$ cat config.mk
export PLATFORM = sky130hd
export DESIGN_NAME = aes256_key_exp
export DESIGN_NICKNAME = d
export VERILOG_FILES = /design/src/sv/aes256_pkg.sv /design/src/sv/aes256_key_exp.sv
export SDC_FILE = /design/constraint.sdc
export NUM_CORES = 2
export LEC_CHECK = 0
export BUFFER_PORTS_ARGS = -buffer_cell sky130_fd_sc_hd__clkbuf_2
export CAP_MARGIN = 20
export CELL_PAD_IN_SITES_DETAIL_PLACEMENT = 0
export CELL_PAD_IN_SITES_GLOBAL_PLACEMENT = 1
export CORE_MARGIN = 2
export CORE_UTILIZATION = 45
export CTS_BUF_LIST = sky130_fd_sc_hd__clkbuf_2 sky130_fd_sc_hd__clkbuf_4 sky130_fd_sc_hd__clkbuf_8
export DETAILED_ROUTE_END_ITERATION = 16
export GPL_ROUTABILITY_DRIVEN = 0
export PLACE_DENSITY = 0.71
export SETUP_SLACK_MARGIN = 0.2
export SLEW_MARGIN = 20
export SYNTH_ARGS = -nofsm -noshare
export SYNTH_HDL_FRONTEND = slang
export SYNTH_SLANG_ARGS = --single-unit
export TNS_END_PERCENT = 30
$ cat constraint.sdc
create_clock -name clk_i -period 31.5 [get_ports clk_i]
set_input_delay 3.15 -clock clk_i [delete_from_list [all_inputs] [get_ports clk_i]]
set_output_delay 3.15 -clock clk_i [all_outputs]
set_load 0.01 [all_outputs]
$ cat src/sv/aes256_pkg.sv
// Package for the AES-256 block cipher core: S-box tables, round constants,
// field arithmetic helpers and the sequencer state type. No dependencies.
`default_nettype none

package aes256_pkg;

  localparam int unsigned KeyRegs   = 4;
  localparam int unsigned NumRounds = 14;
  localparam int unsigned NumRows   = NumRounds + 1;
  localparam int unsigned RowW      = $clog2(NumRows);

  typedef enum logic [1:0] {
    CfgKey0 = 2'd0,
    CfgKey1 = 2'd1,
    CfgKey2 = 2'd2,
    CfgKey3 = 2'd3
  } cfg_idx_e;

  typedef enum logic [2:0] {
    StIdle,
    StExpand,
    StLoad,
    StInit,
    StRound,
    StDone
  } state_e;

  localparam logic [0:255][7:0] FwdBox = {
    8'h63,8'h7c,8'h77,8'h7b,8'hf2,8'h6b,8'h6f,8'hc5,8'h30,8'h01,8'h67,8'h2b,8'hfe,8'hd7,8'hab,8'h76,
    8'hca,8'h82,8'hc9,8'h7d,8'hfa,8'h59,8'h47,8'hf0,8'had,8'hd4,8'ha2,8'haf,8'h9c,8'ha4,8'h72,8'hc0,
    8'hb7,8'hfd,8'h93,8'h26,8'h36,8'h3f,8'hf7,8'hcc,8'h34,8'ha5,8'he5,8'hf1,8'h71,8'hd8,8'h31,8'h15,
    8'h04,8'hc7,8'h23,8'hc3,8'h18,8'h96,8'h05,8'h9a,8'h07,8'h12,8'h80,8'he2,8'heb,8'h27,8'hb2,8'h75,
    8'h09,8'h83,8'h2c,8'h1a,8'h1b,8'h6e,8'h5a,8'ha0,8'h52,8'h3b,8'hd6,8'hb3,8'h29,8'he3,8'h2f,8'h84,
    8'h53,8'hd1,8'h00,8'hed,8'h20,8'hfc,8'hb1,8'h5b,8'h6a,8'hcb,8'hbe,8'h39,8'h4a,8'h4c,8'h58,8'hcf,
    8'hd0,8'hef,8'haa,8'hfb,8'h43,8'h4d,8'h33,8'h85,8'h45,8'hf9,8'h02,8'h7f,8'h50,8'h3c,8'h9f,8'ha8,
    8'h51,8'ha3,8'h40,8'h8f,8'h92,8'h9d,8'h38,8'hf5,8'hbc,8'hb6,8'hda,8'h21,8'h10,8'hff,8'hf3,8'hd2,
    8'hcd,8'h0c,8'h13,8'hec,8'h5f,8'h97,8'h44,8'h17,8'hc4,8'ha7,8'h7e,8'h3d,8'h64,8'h5d,8'h19,8'h73,
    8'h60,8'h81,8'h4f,8'hdc,8'h22,8'h2a,8'h90,8'h88,8'h46,8'hee,8'hb8,8'h14,8'hde,8'h5e,8'h0b,8'hdb,
    8'he0,8'h32,8'h3a,8'h0a,8'h49,8'h06,8'h24,8'h5c,8'hc2,8'hd3,8'hac,8'h62,8'h91,8'h95,8'he4,8'h79,
    8'he7,8'hc8,8'h37,8'h6d,8'h8d,8'hd5,8'h4e,8'ha9,8'h6c,8'h56,8'hf4,8'hea,8'h65,8'h7a,8'hae,8'h08,
    8'hba,8'h78,8'h25,8'h2e,8'h1c,8'ha6,8'hb4,8'hc6,8'he8,8'hdd,8'h74,8'h1f,8'h4b,8'hbd,8'h8b,8'h8a,
    8'h70,8'h3e,8'hb5,8'h66,8'h48,8'h03,8'hf6,8'h0e,8'h61,8'h35,8'h57,8'hb9,8'h86,8'hc1,8'h1d,8'h9e,
    8'he1,8'hf8,8'h98,8'h11,8'h69,8'hd9,8'h8e,8'h94,8'h9b,8'h1e,8'h87,8'he9,8'hce,8'h55,8'h28,8'hdf,
    8'h8c,8'ha1,8'h89,8'h0d,8'hbf,8'he6,8'h42,8'h68,8'h41,8'h99,8'h2d,8'h0f,8'hb0,8'h54,8'hbb,8'h16
  };

  localparam logic [0:255][7:0] RevBox = {
    8'h52,8'h09,8'h6a,8'hd5,8'h30,8'h36,8'ha5,8'h38,8'hbf,8'h40,8'ha3,8'h9e,8'h81,8'hf3,8'hd7,8'hfb,
    8'h7c,8'he3,8'h39,8'h82,8'h9b,8'h2f,8'hff,8'h87,8'h34,8'h8e,8'h43,8'h44,8'hc4,8'hde,8'he9,8'hcb,
    8'h54,8'h7b,8'h94,8'h32,8'ha6,8'hc2,8'h23,8'h3d,8'hee,8'h4c,8'h95,8'h0b,8'h42,8'hfa,8'hc3,8'h4e,
    8'h08,8'h2e,8'ha1,8'h66,8'h28,8'hd9,8'h24,8'hb2,8'h76,8'h5b,8'ha2,8'h49,8'h6d,8'h8b,8'hd1,8'h25,
    8'h72,8'hf8,8'hf6,8'h64,8'h86,8'h68,8'h98,8'h16,8'hd4,8'ha4,8'h5c,8'hcc,8'h5d,8'h65,8'hb6,8'h92,
    8'h6c,8'h70,8'h48,8'h50,8'hfd,8'hed,8'hb9,8'hda,8'h5e,8'h15,8'h46,8'h57,8'ha7,8'h8d,8'h9d,8'h84,
    8'h90,8'hd8,8'hab,8'h00,8'h8c,8'hbc,8'hd3,8'h0a,8'hf7,8'he4,8'h58,8'h05,8'hb8,8'hb3,8'h45,8'h06,
    8'hd0,8'h2c,8'h1e,8'h8f,8'hca,8'h3f,8'h0f,8'h02,8'hc1,8'haf,8'hbd,8'h03,8'h01,8'h13,8'h8a,8'h6b,
    8'h3a,8'h91,8'h11,8'h41,8'h4f,8'h67,8'hdc,8'hea,8'h97,8'hf2,8'hcf,8'hce,8'hf0,8'hb4,8'he6,8'h73,
    8'h96,8'hac,8'h74,8'h22,8'he7,8'had,8'h35,8'h85,8'he2,8'hf9,8'h37,8'he8,8'h1c,8'h75,8'hdf,8'h6e,
    8'h47,8'hf1,8'h1a,8'h71,8'h1d,8'h29,8'hc5,8'h89,8'h6f,8'hb7,8'h62,8'h0e,8'haa,8'h18,8'hbe,8'h1b,
    8'hfc,8'h56,8'h3e,8'h4b,8'hc6,8'hd2,8'h79,8'h20,8'h9a,8'hdb,8'hc0,8'hfe,8'h78,8'hcd,8'h5a,8'hf4,
    8'h1f,8'hdd,8'ha8,8'h33,8'h88,8'h07,8'hc7,8'h31,8'hb1,8'h12,8'h10,8'h59,8'h27,8'h80,8'hec,8'h5f,
    8'h60,8'h51,8'h7f,8'ha9,8'h19,8'hb5,8'h4a,8'h0d,8'h2d,8'he5,8'h7a,8'h9f,8'h93,8'hc9,8'h9c,8'hef,
    8'ha0,8'he0,8'h3b,8'h4d,8'hae,8'h2a,8'hf5,8'hb0,8'hc8,8'heb,8'hbb,8'h3c,8'h83,8'h53,8'h99,8'h61,
    8'h17,8'h2b,8'h04,8'h7e,8'hba,8'h77,8'hd6,8'h26,8'he1,8'h69,8'h14,8'h63,8'h55,8'h21,8'h0c,8'h7d
  };

  localparam logic [0:7][7:0] RoundConst = {
    8'h00, 8'h01, 8'h02, 8'h04, 8'h08, 8'h10, 8'h20, 8'h40
  };

  function automatic logic [7:0] xtime(input logic [7:0] a);
    xtime = a[7] ? ({a[6:0], 1'b0} ^ 8'h1b) : {a[6:0], 1'b0};
  endfunction

  function automatic logic [31:0] sub_word(input logic [31:0] w);
    sub_word = {FwdBox[w[31:24]], FwdBox[w[23:16]], FwdBox[w[15:8]], FwdBox[w[7:0]]};
  endfunction

endpackage

`default_nettype wire

$ cat src/sv/aes256_key_exp.sv
// Key schedule for the AES-256 core: expands the 256-bit key one 128-bit row
// per cycle into a fifteen-row round-key memory. Depends on aes256_pkg.
`default_nettype none

module aes256_key_exp (
  input  wire logic                        clk_i,
  input  wire logic                        rst_ni,
  input  wire logic                        start_i,
  input  wire logic [255:0]                key_i,
  input  wire logic                        rd_en_i,
  input  wire logic [aes256_pkg::RowW-1:0] rd_row_i,
  output logic [127:0]                     rd_key_o,
  output logic                             done_o
);

  logic [127:0] mem [aes256_pkg::NumRows];
  logic [aes256_pkg::RowW-1:0] row_q, row_d;
  logic busy_q, busy_d;
  logic done_q, done_d;
  logic [127:0] prev1_q, prev2_q, wdata;
  logic [31:0] t, w0, w1, w2, w3;

  always_comb begin
    if (!row_q[0]) begin
      t = aes256_pkg::sub_word({prev1_q[23:0], prev1_q[31:24]}) ^
          {aes256_pkg::RoundConst[row_q[aes256_pkg::RowW-1:1]], 24'h0};
    end else begin
      t = aes256_pkg::sub_word(prev1_q[31:0]);
    end
    w0 = prev2_q[127:96] ^ t;
    w1 = prev2_q[95:64] ^ w0;
    w2 = prev2_q[63:32] ^ w1;
    w3 = prev2_q[31:0] ^ w2;
    if (row_q == aes256_pkg::RowW'(0)) begin
      wdata = key_i[255:128];
    end else if (row_q == aes256_pkg::RowW'(1)) begin
      wdata = key_i[127:0];
    end else begin
      wdata = {w0, w1, w2, w3};
    end
  end

  always_comb begin
    row_d  = row_q;
    busy_d = busy_q;
    done_d = 1'b0;
    if (start_i) begin
      row_d  = '0;
      busy_d = 1'b1;
    end else if (busy_q) begin
      row_d = row_q + aes256_pkg::RowW'(1);
      if (row_q == aes256_pkg::RowW'(aes256_pkg::NumRows - 1)) begin
        busy_d = 1'b0;
        done_d = 1'b1;
      end
    end
  end

  always_ff @(posedge clk_i or negedge rst_ni) begin
    if (!rst_ni) begin
      row_q  <= '0;
      busy_q <= 1'b0;
      done_q <= 1'b0;
    end else begin
      row_q  <= row_d;
      busy_q <= busy_d;
      done_q <= done_d;
    end
  end

  always_ff @(posedge clk_i) begin
    if (busy_q) begin
      mem[row_q] <= wdata;
      prev2_q    <= prev1_q;
      prev1_q    <= wdata;
    end
    if (rd_en_i) begin
      rd_key_o <= mem[rd_row_i];
    end
  end

  assign done_o = done_q;

endmodule

`default_nettype wire

**Yosys cells after proc, flatten, opt, wreduce, memory -nomap -nowiden**

Memory sizes are Yosys's and may differ from the RTL's. A register that Yosys moved wholly into a read port is not among the register bits.
Cells that the tools add are included.

- Memory bits (writable): 1920
- ROM bits: 8256
- Flip-flop bits (word level): 262
- Word-level logic and storage cells: 54
- Memories: 6

- Reductions and logical operators: 2
- $add $sub $neg: 1
- Magnitude comparators: 5
- Mux-type cells: 23
- Equal/unequal tests: 2
- Bitwise gates (word level): 10

Memory list:

| name | depth | width | read ports | clocked after Yosys merged registers in | write ports | RTL line | source |
|---|---|---|---|---|---|---|---|
| (name not given) | 256 | 8 | 1 | 0 | 0 | aes256_pkg.sv:75 | `sub_word = {FwdBox[w[31:24]], FwdBox[w[23:16]], FwdBox[w[15:8]], FwdBox[w[7:0]]};` |
| (name not given) | 256 | 8 | 1 | 0 | 0 | aes256_pkg.sv:75 |  |
| (name not given) | 256 | 8 | 1 | 0 | 0 | aes256_pkg.sv:75 |  |
| (name not given) | 256 | 8 | 1 | 0 | 0 | aes256_pkg.sv:75 |  |
| mem | 15 | 128 | 1 | 1 | 1 | aes256_key_exp.sv:16 | `logic [127:0] mem [aes256_pkg::NumRows];` |
| (name not given) | 8 | 8 | 1 | 0 | 0 | aes256_key_exp.sv:26 | `{aes256_pkg::RoundConst[row_q[aes256_pkg::RowW-1:1]], 24'h0};` |

Operators by type and width:

| kind | count |
|---|---|
| 2-to-1 mux 128 bit | 2 |
| XOR 32 bit | 5 |
| 2-to-1 mux 8 bit | 10 |
| >= comparator 9 bit, second input constant | 4 |
| inverter 8 -> 9 bit | 4 |
| 2-to-1 mux 32 bit | 1 |
| 2-to-1 mux 1 bit | 8 |
| 2-to-1 mux 4 bit | 2 |
| adder 4 x 1 -> 4 bit, second input constant | 1 |
| == test 4 x 1 -> 1 bit, second input constant | 1 |
| == test 4 bit, second input constant | 1 |
| >= comparator 4 bit, second input constant | 1 |
| zero test 4 bit | 1 |
| inverter 3 -> 4 bit | 1 |
| nonzero test 2 bit | 1 |

**Depth between registers and ports, before layout**

- Word-level depth: 12
- Gate-level depth with buffers: 17
- Gate-level depth less buffers: 12

**Worst setup path before layout**

Ideal clock, no wire load.

- Kind: register to register
- From: register busy_q
- To: memory mem[2][0], enable pin
- Required time: 30884 ps
- Path slack: 19437 ps
- Stages on the path, launching flop included: 4
- Arrival: 11447 ps
- Clock period less this slack: 12063 ps
- Path through: dfrtp_1 -> clkbuf_1 -> nand2b_1 -> nor2_1

- Longest elaborated chain between the ends: 2

Ends and longest elaborated chain:

| element | RTL line | source |
|---|---|---|
| start, declared | aes256_key_exp.sv:18 | `logic busy_q, busy_d;` |
| start signal, assigned | aes256_key_exp.sv:66 | `busy_q <= busy_d;` |
| 2-to-1 mux 1 bit | aes256_key_exp.sv:72 | `if (busy_q) begin` |
| 2-to-1 mux 1 bit (implied by the code) | aes256_key_exp.sv:73 | `mem[row_q] <= wdata;` |
| end, declared | aes256_key_exp.sv:16 |  |

No other way between the ends.

==> results.py <==
metrics = {
    "run_status": {
        "outcome": "finished clean",
    },
    "final_layout": {
        "drive_gt1_frac": 0.253,
        "nFillCells": 19400,
        "area.growth.synth_to_final_pct": 11.8,
        "finalNonFillerCells": 10500,
        "nNetsFinal": 7408,
    },
    "worst_setup_path": {
        "worstPathArrival_ps": 8090,
        "worstReg2RegStart": "prev1_q[0]$_DFFE_PP_",
        "cp_max_fo": 76,
        "r2r_slack_ps": 24620,
        "cp_common_cell": "buf_4",
        "cp_cell_sequence": "buf_8, buf_4, buf_4, buf_4, buf_4, mux4_2, mux4_2",
        "cp_data_required_time_ps": 32250,
        "max_stage_delay_ps": 820,
        "cp_slowest_cell": "buf_4",
        "reg2reg_depth": 15,
        "crit_path_start_kind": "input pin",
        "worstSetupPathType": "input pin to flop",
        "regToRegEndpoint": "mem[4][12]$_DFFE_PP_",
        "end_kind": "flop",
    },
    "floorplan": {
        "io_pins": 393,
        "die_width_um": 488,
        "core_area_um2": 233000,
        "fp.dieArea_um2": 238000,
        "die_h_um": 488,
        "start_util": 0.453,
        "rows": 177,
    },
    "sta": {
        "setup-tns-final_ps": 0,
        "finClkSkew_ps": 103,
        "maxSlewHeadroom": 0.127,
        "tightest_slew_ps": 1310,
        "rsz0062_at_grt": "false",
        "hold_viol": 0,
        "setup_viol": 0,
        "max_freq_mhz": 136,
        "period_share": 0.233,
        "fin_ws_ps": 24170,
        "min_period_ps": 7330,
        "finalMaxSlewViolations": 0,
    },
    "global_routing": {
        "grt_max_degree": 157,
        "grt-ovfl-total": 0,
        "grt.busiest_layer": "met2",
        "grt.total_usage": 0.277,
        "antenna_found_initial": 23,
        "grt_pass1_wl_um": 472000,
        "grt_use_met1": 0.368,
        "grt_pass1_vias": 64200,
        "met3_usage": 0.0504,
        "use_met2": 0.437,
    },
    "clocking": {
        "path_clk_slew_ps": 70,
        "cts_sinks": 2310,
        "cts_setup_buffers": 0,
        "cts_tree": "built",
        "cts_buffers": 379,
        "ctsResizeCount": 0,
        "cts_max_level": 5,
        "clk_latency_ps": 1070,
        "cts_hold_buffers": 0,
        "ctsRootBufferMaster": "clkbuf_8",
        "clk_path_buf_depth": 4,
    },
    "logic_synthesis": {
        "synthArstFlopShare": 0.00260,
        "synth.area.top_cells": "edfxtp_1 (66%), mux4_2 (12%), o21ai_0 (1.8%)",
        "yosysWarnings": 0,
        "synth_top_area_frac": 0.655,
        "seq_area_frac_synth": 0.657,
        "synthesis.nets": 6985,
        "yosysMostFrequentCell": "edfxtp_1",
        "ys_top_cells_by_count": "edfxtp_1 (2,304), mux4_2 (559), o21ai_0 (386), nand2_1 (377), clkbuf_1 (328)",
        "synth-edff-count": 2304,
        "synth_seq_cells": 2310,
        "syn_avg_cell_area_um2": 15.9,
        "synth_flop_cell": "edfxtp_1",
        "netlist_area_um2": 106000,
        "synthCells": 6657,
        "synth_top_area_cell": "edfxtp_1",
        "synth_cell_types": 115,
    },
    "power": {
        "power_density_nw_per_um2": 107,
        "p_leak_nw": 39.5,
        "p_total_mw": 12.6,
        "irDropWorstVdd_mv": 0.0588,
    },
    "placement": {
        "dpl.cell_count": 9830,
        "dp_hpwl_um": 201000,
        "port-buffer-count": 392,
        "pre_cts_slack_ps": 22960,
    },
    "min_path": {
        "hold_path_depth": 0,
        "whs_endpoint": "prev2_q[32]$_DFFE_PP_",
        "hp-start": "prev1_q[32]$_DFFE_PP_",
        "worstHoldPathType": "flop to flop",
    },
    "drt": {
        "avgRoutedWirePerCell_um": 32.0,
        "postRouteAntennaNets": 0,
        "firstDrtPassIters": 7,
        "wirelength_um": 335000,
        "drt_iter0_markers": 9160,
        "vias_per_cell": 6.32,
        "via_count": 66200,
        "drc": 0,
    },
    "run": {
        "cap_viol_max_count": 0,
    },
}
## logic make-up (layout without fill, tap and decap cells)
logic type | count (synthesis) | after routing | share of synthesized area
flops | 2310 | 2310 | 0.657
compound gates | 1369 | 1369 | 0.0866
simple gates | 1303 | 1303 | 0.0623
mux | 775 | 775 | 0.140
buf+inv | 625 | 1310 | 0.0257
xor+xnor | 211 | 211 | 0.0208
fa+ha+maj | 64 | 64 | 0.00759
other cells | 0 | 5 | 0
## cell type report
type                    instances  area (um^2)  share of cell area
diodes                          5         12.5            0.000106
inverters                      69          259             0.00219
clock buffers                 506         6210              0.0526
well taps                    3132         3920              0.0332
clock inverters               137          806             0.00683
repair buffers                598         3670              0.0311
multi-input cells            3722        33800               0.287
flip-flops and latches       2310        69300               0.587
## per-stage QoR
step           hold slack [ps]  cell area (um^2)  utilization
6_report                   363            118000        0.507
5_1_grt                    358            118000        0.507
4_1_cts                    347            118000        0.506
3_5_place_dp               405            111000        0.476
3_3_place_gp               401            111000        0.476
2_1_floorplan              400            106000            -
## layer usage
metal	vias up	wire, um
met5	-	22
met2	3823	157000
met3	735	28800
met4	4	20400
met1	34000	129000
li1	27700	-
## placed cells by master, fill, tap and decap left out, drive strengths merged, types with 106 or more instances in the layout
cell | synthesis | layout
a21oi | 234 | 234
buf | 228 | 209
clkbuf | 328 | 895
clkinv | 10 | 131
edfxtp | 2304 | 2304
mux2i | 192 | 192
mux4 | 559 | 559
nand2 | 380 | 380
nand2b | 106 | 106
nor2 | 262 | 262
nor2b | 107 | 107
o21ai | 410 | 410
## worst max-delay path: cells and delay by family
family | cells | cell delay [ps]
muxes | 2 | 1060
buffers and inverters | 5 | 3570
## sequential cells by signal (all words and copies together) (netlist names)
register	count
done_o	1
prev1_q	128
busy_q	1
rd_key_o	128
mem	1920
prev2_q	128
row_q	4
## worst max-delay path by stage
stage,start,to,depth (start not counted)
floorplan,busy_q$_DFF_PN0_,mem[2][0]$_DFFE_PP_,3
global placement,rd_row_i[0],rd_key_o[20]$_DFFE_PP_,7
detailed placement,rd_row_i[0],rd_key_o[20]$_DFFE_PP_,7
CTS,rd_row_i[0],rd_key_o[7]$_DFFE_PP_,7
global route,rd_row_i[0],rd_key_o[28]$_DFFE_PP_,7
finish,rd_row_i[0],rd_key_o[7]$_DFFE_PP_,7
## where the power goes
group,leakage [nW],switching (mW),internal [mW]
clock,3.70,1.15,1.34
sequential,21.5,0.255,4.51
combinational,14.3,3.67,1.72
total,39.5,5.07,7.57
(Power assumes the default switching activity.)
